## config.mk

```make
export PLATFORM = sky130hd
export DESIGN_NAME = card_number_validator
export DESIGN_NICKNAME = d
export VERILOG_FILES = /design/src/rtl/core/cnv_pkg.sv /design/src/rtl/core/cnv_front.sv /design/src/rtl/core/cnv_queue.sv /design/src/rtl/core/cnv_back.sv /design/src/rtl/core/card_number_validator.sv
export SDC_FILE = /design/constraint.sdc
export NUM_CORES = 1
export LEC_CHECK = 0
export ABC_CLOCK_PERIOD_IN_PS = 3700
export BUFFER_PORTS_ARGS = -buffer_cell sky130_fd_sc_hd__clkbuf_2
export CORE_MARGIN = 2
export CORE_UTILIZATION = 55
export CTS_CLUSTER_SIZE = 28
export DETAILED_ROUTE_END_ITERATION = 8
export PLACE_DENSITY_LB_ADDON = 0.15
export SLEW_MARGIN = 40
export SYNTH_ARGS = -nofsm -noshare
export SYNTH_HDL_FRONTEND = slang
export SYNTH_SLANG_ARGS = --single-unit
```

## constraint.sdc

```tcl
create_clock -name clk -period 3.7 [get_ports clk]
set_clock_uncertainty 0.1 [all_clocks]
set_input_delay 0.185 -clock clk [delete_from_list [all_inputs] [get_ports clk]]
set_output_delay 0.185 -clock clk [all_outputs]
set_load 0.03 [all_outputs]
```

## src/rtl/core/cnv_pkg.sv

```systemverilog
// cnv_pkg: shared types, codes and helpers for the card number validator.
// Used by every module of the block; depends on nothing.
`timescale 1ns / 1ps

package cnv_pkg;

  localparam int unsigned CHAR_W    = 8;
  localparam int unsigned BOUND_W   = 5;
  localparam int unsigned LEN_W     = 6;
  localparam int unsigned SUM_W     = 4;
  localparam int unsigned CFG_IDX_W = 1;

  localparam logic [BOUND_W-1:0] MIN_DIGITS_RST = 5'd13;
  localparam logic [BOUND_W-1:0] MAX_DIGITS_RST = 5'd19;

  localparam logic [CFG_IDX_W-1:0] CFG_MIN_DIGITS = 1'b0;
  localparam logic [CFG_IDX_W-1:0] CFG_MAX_DIGITS = 1'b1;

  typedef enum logic [1:0] {
    ST_VALID     = 2'd0,
    ST_LEN_ERR   = 2'd1,
    ST_DIGIT_ERR = 2'd2,
    ST_LUHN_FAIL = 2'd3
  } status_t;

  typedef enum logic [1:0] {
    K_NONE  = 2'd0,
    K_SPACE = 2'd1,
    K_DIGIT = 2'd2,
    K_OTHER = 2'd3
  } kind_t;

  typedef struct packed {
    logic [CHAR_W-1:0] char_code;
    logic              no_char;
    logic              is_last;
  } req_word_t;

  typedef struct packed {
    logic [1:0]       status;
    logic [LEN_W-1:0] kept_length;
  } rsp_word_t;

  // classified character as queued between front and back
  typedef struct packed {
    kind_t            kind;
    logic [SUM_W-1:0] digit;
    logic [SUM_W-1:0] doubled;
    logic             is_last;
  } cls_t;

  function automatic logic [SUM_W-1:0] add_mod10(input logic [SUM_W-1:0] a,
                                                 input logic [SUM_W-1:0] b);
    logic [SUM_W:0] s;
    s = {1'b0, a} + {1'b0, b};
    if (s >= 5'd10) begin
      s = s - 5'd10;
    end
    return s[SUM_W-1:0];
  endfunction

endpackage

```

## src/rtl/core/cnv_front.sv

```systemverilog
// cnv_front: classifies one input character (skip, whitespace, digit, other)
// and precomputes the digit and its Luhn-doubled value. Depends on cnv_pkg.
`timescale 1ns / 1ps

module cnv_front (
  input  cnv_pkg::req_word_t req_data,
  output cnv_pkg::cls_t      cls
);
  import cnv_pkg::*;

  logic [CHAR_W-1:0] c;
  logic [CHAR_W-1:0] d8;
  logic [SUM_W:0]    dbl;
  logic              is_space;
  logic              is_digit;

  assign c        = req_data.char_code;
  assign d8       = c - 8'd48;
  assign is_space = ((c >= 8'd9) && (c <= 8'd13)) || (c == 8'd32);
  assign is_digit = (c >= 8'd48) && (c <= 8'd57);
  assign dbl      = {d8[SUM_W-1:0], 1'b0};

  always_comb begin
    cls.is_last = req_data.is_last;
    cls.digit   = d8[SUM_W-1:0];
    cls.doubled = (dbl > 5'd9) ? SUM_W'(dbl - 5'd9) : dbl[SUM_W-1:0];
    if (req_data.no_char) begin
      cls.kind = K_NONE;
    end else if (is_space) begin
      cls.kind = K_SPACE;
    end else if (is_digit) begin
      cls.kind = K_DIGIT;
    end else begin
      cls.kind = K_OTHER;
    end
  end

endmodule

```

## src/rtl/core/cnv_queue.sv

```systemverilog
// cnv_queue: short register FIFO of classified characters between front and back.
// Depends on cnv_pkg.
`timescale 1ns / 1ps

module cnv_queue #(
  parameter int unsigned DEPTH = 4
) (
  input  logic          clk,
  input  logic          rst,
  input  logic          wr_en,
  input  cnv_pkg::cls_t wr_data,
  output logic          full,
  input  logic          rd_en,
  output cnv_pkg::cls_t rd_data,
  output logic          empty
);
  import cnv_pkg::*;

  localparam int unsigned PTR_W = (DEPTH > 1) ? $clog2(DEPTH) : 1;
  localparam int unsigned CNT_W = $clog2(DEPTH + 1);
  localparam logic [PTR_W-1:0] LAST_PTR = PTR_W'(DEPTH - 1);
  localparam logic [CNT_W-1:0] FULL_CNT = CNT_W'(DEPTH);

  cls_t             mem [DEPTH];
  logic [PTR_W-1:0] wr_ptr;
  logic [PTR_W-1:0] rd_ptr;
  logic [CNT_W-1:0] count;
  logic             do_wr;
  logic             do_rd;

  assign full    = (count == FULL_CNT);
  assign empty   = (count == '0);
  assign do_wr   = wr_en && !full;
  assign do_rd   = rd_en && !empty;
  assign rd_data = mem[rd_ptr];

  always_ff @(posedge clk) begin
    if (do_wr) begin
      mem[wr_ptr] <= wr_data;
    end
  end

  always_ff @(posedge clk) begin
    if (rst) begin
      wr_ptr <= '0;
      rd_ptr <= '0;
      count  <= '0;
    end else begin
      if (do_wr) begin
        wr_ptr <= (wr_ptr == LAST_PTR) ? '0 : wr_ptr + 1'b1;
      end
      if (do_rd) begin
        rd_ptr <= (rd_ptr == LAST_PTR) ? '0 : rd_ptr + 1'b1;
      end
      if (do_wr && !do_rd) begin
        count <= count + 1'b1;
      end else if (do_rd && !do_wr) begin
        count <= count - 1'b1;
      end
    end
  end

endmodule

```

## src/rtl/core/cnv_back.sv

```systemverilog
// cnv_back: accumulates length, non-digit flag and both Luhn parity sums,
// and registers the status word on the last character. Depends on cnv_pkg.
`timescale 1ns / 1ps

module cnv_back (
  input  logic                            clk,
  input  logic                            rst,
  input  logic [cnv_pkg::BOUND_W-1:0]     min_digits,
  input  logic [cnv_pkg::BOUND_W-1:0]     max_digits,
  input  cnv_pkg::cls_t                   cls,
  input  logic                            cls_avail,
  output logic                            pop,
  output logic                            rsp_valid,
  input  logic                            rsp_stall,
  output cnv_pkg::rsp_word_t              rsp_data
);
  import cnv_pkg::*;

  logic [LEN_W-1:0] length_count, length_count_next;
  logic             non_digit_seen, non_digit_seen_next;
  logic             any_char_seen, any_char_seen_next;
  logic [SUM_W-1:0] sum_even_doubled, sum_even_doubled_next;
  logic [SUM_W-1:0] sum_odd_doubled, sum_odd_doubled_next;
  logic             saturated;
  logic             even_pos;
  logic             keep;
  logic [SUM_W-1:0] final_sum;
  status_t          status;

  assign pop       = cls_avail && (!cls.is_last || !rsp_valid || !rsp_stall);
  assign saturated = length_count[LEN_W-1];
  assign even_pos  = !length_count[0];
  assign keep      = (cls.kind == K_DIGIT) || (cls.kind == K_OTHER);

  always_comb begin
    any_char_seen_next    = any_char_seen || (cls.kind != K_NONE);
    non_digit_seen_next   = non_digit_seen || (cls.kind == K_OTHER);
    length_count_next     = (keep && !saturated) ? length_count + 1'b1 : length_count;
    sum_even_doubled_next = sum_even_doubled;
    sum_odd_doubled_next  = sum_odd_doubled;
    if ((cls.kind == K_DIGIT) && !saturated) begin
      sum_even_doubled_next = add_mod10(sum_even_doubled, even_pos ? cls.doubled : cls.digit);
      sum_odd_doubled_next  = add_mod10(sum_odd_doubled, even_pos ? cls.digit : cls.doubled);
    end
    final_sum = length_count_next[0] ? sum_odd_doubled_next : sum_even_doubled_next;
    if (!any_char_seen_next) begin
      status = ST_LEN_ERR;
    end else if (non_digit_seen_next) begin
      status = ST_DIGIT_ERR;
    end else if ((length_count_next < {1'b0, min_digits}) ||
                 (length_count_next > {1'b0, max_digits})) begin
      status = ST_LEN_ERR;
    end else if (final_sum != '0) begin
      status = ST_LUHN_FAIL;
    end else begin
      status = ST_VALID;
    end
  end

  always_ff @(posedge clk) begin
    if (rst) begin
      length_count     <= '0;
      non_digit_seen   <= 1'b0;
      any_char_seen    <= 1'b0;
      sum_even_doubled <= '0;
      sum_odd_doubled  <= '0;
      rsp_valid        <= 1'b0;
    end else begin
      if (pop && cls.is_last) begin
        rsp_valid <= 1'b1;
      end else if (rsp_valid && !rsp_stall) begin
        rsp_valid <= 1'b0;
      end
      if (pop) begin
        if (cls.is_last) begin
          length_count     <= '0;
          non_digit_seen   <= 1'b0;
          any_char_seen    <= 1'b0;
          sum_even_doubled <= '0;
          sum_odd_doubled  <= '0;
        end else begin
          length_count     <= length_count_next;
          non_digit_seen   <= non_digit_seen_next;
          any_char_seen    <= any_char_seen_next;
          sum_even_doubled <= sum_even_doubled_next;
          sum_odd_doubled  <= sum_odd_doubled_next;
        end
      end
    end
  end

  always_ff @(posedge clk) begin
    if (pop && cls.is_last) begin
      rsp_data.status      <= status;
      rsp_data.kept_length <= length_count_next;
    end
  end

endmodule

```

## src/rtl/core/card_number_validator.sv

```systemverilog
// card_number_validator: top level, Luhn card number check over a character stream.
// Instantiates cnv_front, cnv_queue and cnv_back; depends on cnv_pkg.
`timescale 1ns / 1ps

// Usage:
//   req channel (req_valid/req_stall/req_data): one character word per cycle
//   while req_stall is low, char_code plus no_char and is_last flags.
//   Whitespace is dropped, all other characters are counted (saturating at 32).
//   rsp channel (rsp_valid/rsp_stall/rsp_data): one status word per string,
//   produced for the word marked is_last, carrying status and kept_length.
//   cfg channel (cfg_valid/cfg_ready/cfg_index/cfg_data): index 0 min_digits,
//   index 1 max_digits; cfg_ready is always high. Write only while idle.
// Throughput: one character word per cycle while req_stall is low.
// Output path: the last word is written into the queue, then popped by the back end,
//   which registers the status word; a held status word can delay the pop.
// Reset: bounds return to 13 and 19, queue and string state clear, no word out.
// Stall: rsp_stall holds the status word; further characters still drain into
//   the back end until the next last word, then the queue (QUEUE_DEPTH words)
//   fills and req_stall rises.
module card_number_validator #(
  parameter int unsigned QUEUE_DEPTH = 4
) (
  input  logic                              clk,
  input  logic                              rst,
  input  logic                              req_valid,
  output logic                              req_stall,
  input  cnv_pkg::req_word_t                req_data,
  output logic                              rsp_valid,
  input  logic                              rsp_stall,
  output cnv_pkg::rsp_word_t                rsp_data,
  input  logic                              cfg_valid,
  output logic                              cfg_ready,
  input  logic [cnv_pkg::CFG_IDX_W-1:0]     cfg_index,
  input  logic [cnv_pkg::BOUND_W-1:0]       cfg_data
);
  import cnv_pkg::*;

  logic [BOUND_W-1:0] min_digits;
  logic [BOUND_W-1:0] max_digits;
  cls_t               front_cls;
  cls_t               back_cls;
  logic               q_full;
  logic               q_empty;
  logic               pop;

  assign cfg_ready = 1'b1;
  assign req_stall = q_full;

  always_ff @(posedge clk) begin
    if (rst) begin
      min_digits <= MIN_DIGITS_RST;
      max_digits <= MAX_DIGITS_RST;
    end else if (cfg_valid && cfg_ready) begin
      case (cfg_index)
        CFG_MIN_DIGITS: min_digits <= cfg_data;
        CFG_MAX_DIGITS: max_digits <= cfg_data;
        default: ;
      endcase
    end
  end

  cnv_front u_front (
    .req_data (req_data),
    .cls      (front_cls)
  );

  cnv_queue #(
    .DEPTH (QUEUE_DEPTH)
  ) u_queue (
    .clk     (clk),
    .rst     (rst),
    .wr_en   (req_valid),
    .wr_data (front_cls),
    .full    (q_full),
    .rd_en   (pop),
    .rd_data (back_cls),
    .empty   (q_empty)
  );

  cnv_back u_back (
    .clk        (clk),
    .rst        (rst),
    .min_digits (min_digits),
    .max_digits (max_digits),
    .cls        (back_cls),
    .cls_avail  (!q_empty),
    .pop        (pop),
    .rsp_valid  (rsp_valid),
    .rsp_stall  (rsp_stall),
    .rsp_data   (rsp_data)
  );

endmodule

```

==> flow_metrics.tcl <==
set metrics [dict create \
    synth-compound-area-share_pct 12.7 \
    synthMuxAreaShare_pct 9.81 \
    finalCritPeriodShare_pct 99.3 \
    clock.fmax_mhz 272 \
    grt_pass1_vias 3054 \
    max-cap-violations 0 \
    first_pass_iters 5 \
    antenna_left 0 \
    num_rows 33 \
    clock_sinks 88 \
    synth.distinct_cells 67 \
    crit_required_ns 3.71 \
    ys_ff_latch 88 \
    fp.dieH_um 95.2 \
    crit_type "reg -> reg" \
    drive_gt1_share_pct 28.7 \
    synth.area.top_cells "edfxtp_1, dfxtp_1, ha_1, mux4_1, nor2_1" \
    netlist_area_mm2 0.00458 \
    cts-buffers-inserted 9 \
    synthesis.nets 434 \
    hpwl_mm 6.38 \
    r2r_slack_ns 0.03 \
    async_reset_ff_share_pct 0 \
    yosys.area.top_type "edfxtp_1" \
    drv_slew 0 \
    grt_max_degree 33 \
    grt_pass1_wl_mm 15.1 \
    final_cell_count_no_fill 555 \
    critical_path_arrival_ns 3.68 \
    antenna_found_initial 0 \
    yosys.area_share.adder_pct 8.96 \
    status "complete, no violations" \
    drc 0 \
    fin_crit_ns 3.67 \
    final.setup.tns_ns 0 \
    port_buffers 30 \
    clockRootBuffer "clkbuf_8" \
    gp_congestion 0.764 \
    dieArea_mm2 0.00907 \
    seq_area_frac_synth_pct 49.8 \
    synth.most_common_cell "edfxtp_1" \
    grt.overflow.total 0 \
    via_count 3151 \
    start_util_pct 56.3 \
    power.density_mw_per_mm2 856 \
    synth-warning-count 0 \
    core-area_mm2 0.00813 \
    synth_common_cells "edfxtp_1, dfxtp_1, nor2_1" \
    worstMarginPinSlew_ns 0.678 \
    io_pins 32 \
    wl_mm 9.08 \
    via_per_inst 5.68 \
    hold_class "in -> reg" \
    clkLatencyLatePin_ns 0.35 \
    drt_iter0_drc 171 \
    wl_per_cell_um 16.4 \
    cp-start-kind "flip-flop" \
    nets 497 \
    finalSetupViolations 0 \
    place_inst 527 \
    hold_viol 0 \
    p_leak_nw 2.16 \
    synth_top_family_by_area "compound AO/OA/AOI/OAI gates" \
    fill_cells 593 \
    cts_buffer_depth 2 \
    worst-path-max-fanout 3 \
    synth_area_per_cell_um2 12.0 \
    synth.top_cell.area_share_pct 34.1 \
    synth_simple_gate_area_share_pct 12.4 \
    synth_edf_count 52 \
    syn2layout_area_growth_pct 19.0 \
    cp-end-kind "flip-flop" \
    h-tree-depth 3 \
    grt_setup_unrepaired "true" \
    die_x_um 95.2 \
    synthCells 382 \
    ys.flop_type "edfxtp_1" \
    diodes 0 \
    peakVddDrop_uv 319 \
    grt_use_total_pct 21.9 \
    relSlewSlack_pct 54.8 \
    cts_tree "built" \
    yosys.area_share.xor_xnor_pct 2.84 \
    cts.clk_slew.worst_paths_ns 0.09 \
]
## sequential cells by signal, summed over array words and instances, names as in the netlist, named ones only
| signal | cells |
|---|---|
| u_back.non_digit_seen | 1 |
| max_digits | 5 |
| min_digits | 5 |
| u_back.sum_even_doubled | 4 |
| u_queue.count | 3 |
| u_queue.mem | 44 |
| u_queue.wr_ptr | 2 |
| u_back.rsp_valid | 1 |
| u_back.any_char_seen | 1 |
| u_back.length_count | 6 |
| u_back.sum_odd_doubled | 4 |
| u_back.rsp_data | 8 |
| u_queue.rd_ptr | 2 |
## per-stage QoR
step,hold WS (ns),power [W],cell area (um2),worst slack [ns],util (%)
after floorplan,0.157,0.00301,4640,-0.0317,-
final,0.0289,0.00466,5450,0.0274,67.0
after detailed placement,0.310,0.00367,5010,-0.176,61.6
after global placement,0.303,0.00362,5010,-0.0863,61.6
after CTS,0.0202,0.00464,5430,0.00906,66.8
after global routing,0.0267,0.00497,5450,-0.0844,67.0
## cell usage in the layout, fill, tap and decap left out, drive strengths merged, types with 3 or more instances in the layout
master and instances:
a211o 6, a211oi 7, a21o 3, a21oi 17, a22oi 10, a31oi 4, and2 5, and3 5
buf 25, clkbuf 39, clkinv 3, dfxtp 36, dlygate4sd3 8, edfxtp 52, fa 3, ha 28
inv 26, mux2 9, mux2i 7, mux4 11, nand2 28, nand2b 5, nand3 4, nor2 37
nor2b 7, nor3 6, o21ai 10, xnor2 9
## report_power, final
| part | internal [W] | total, W | switching [W] | leakage [nW] |
|---|---|---|---|---|
| Sequential | 0.00122 | 0.00133 | 0.000108 | 0.774 |
| Clock | 0.000382 | 0.000730 | 0.000349 | 0.110 |
| Combinational | 0.00122 | 0.00260 | 0.00138 | 1.28 |
| Total | 0.00283 | 0.00466 | 0.00183 | 2.16 |
## worst max-delay path, stage by stage, from the launching register on
cell and delay [ns]:
edfxtp_1 0.42, mux4_2 0.50, mux2_4 0.29, ha_4 0.17
fa_2 0.40, xnor2_4 0.16, buf_4 0.16, a2111oi_4 0.40
nor4_4 0.09, mux2i_1 0.17, o41ai_2 0.27, nand2_1 0.09
a31o_1 0.22
## cell type report
| class | count | area [um2] | share of cell area [%] |
|---|---|---|---|
| Timing Repair Buffer | 63 | 418 | 7.67 |
| Tap cell | 105 | 131 | 2.41 |
| Clock inverter | 7 | 95.1 | 1.75 |
| Multi-Input combinational cell | 258 | 2300 | 42.2 |
| Clock buffer | 9 | 124 | 2.27 |
| Sequential cell | 88 | 2290 | 42.0 |
| Inverter | 25 | 96.3 | 1.77 |
## routing by layer
layer  vias to the layer above  part of all wire, %  global-route usage (%)
met2                        63                   49                    37.6
met5                         -                    0                       0
met1                      1527                   46                    28.6
met3                         6                  3.8                    4.51
met4                         0                 0.76                    4.71
li1                       1555                    -                       -
## final timing paths
path / end / start / cells after the start
min reg2reg: min_digits[4]$_SDFFE_PP0P_ / min_digits[4]$_SDFFE_PP0P_ / 2
min: u_queue.mem[2][5]$_DFFE_PP_ / req_data[2] / 1
max: u_back.rsp_data[6]$_SDFFCE_PP1P_ / u_queue.mem[1][1]$_DFFE_PP_ / 12
max reg2reg: u_back.rsp_data[6]$_SDFFCE_PP1P_ / u_queue.mem[1][1]$_DFFE_PP_ / 12
## cell families after synthesis
kind of cell / after synthesis
AND/OR/NAND/NOR: 113
flip-flops: 88
AO/OA/AOI/OAI: 75
buffers and inverters: 36
adder cells (fa/ha/maj): 31
multiplexers: 27
XOR/XNOR: 11
other: 1
## repair_timing
item                                    in CTS  in global routing
gates resized for setup                     18                  9
pin swaps                                   12                  7
endpoints found under the setup margin       3                  3
buffers inserted                             4                  0
hold buffers                                 8                  0
endpoints found under the hold margin       16                  0
No activity file was read; power rests on OpenSTA's default activity.
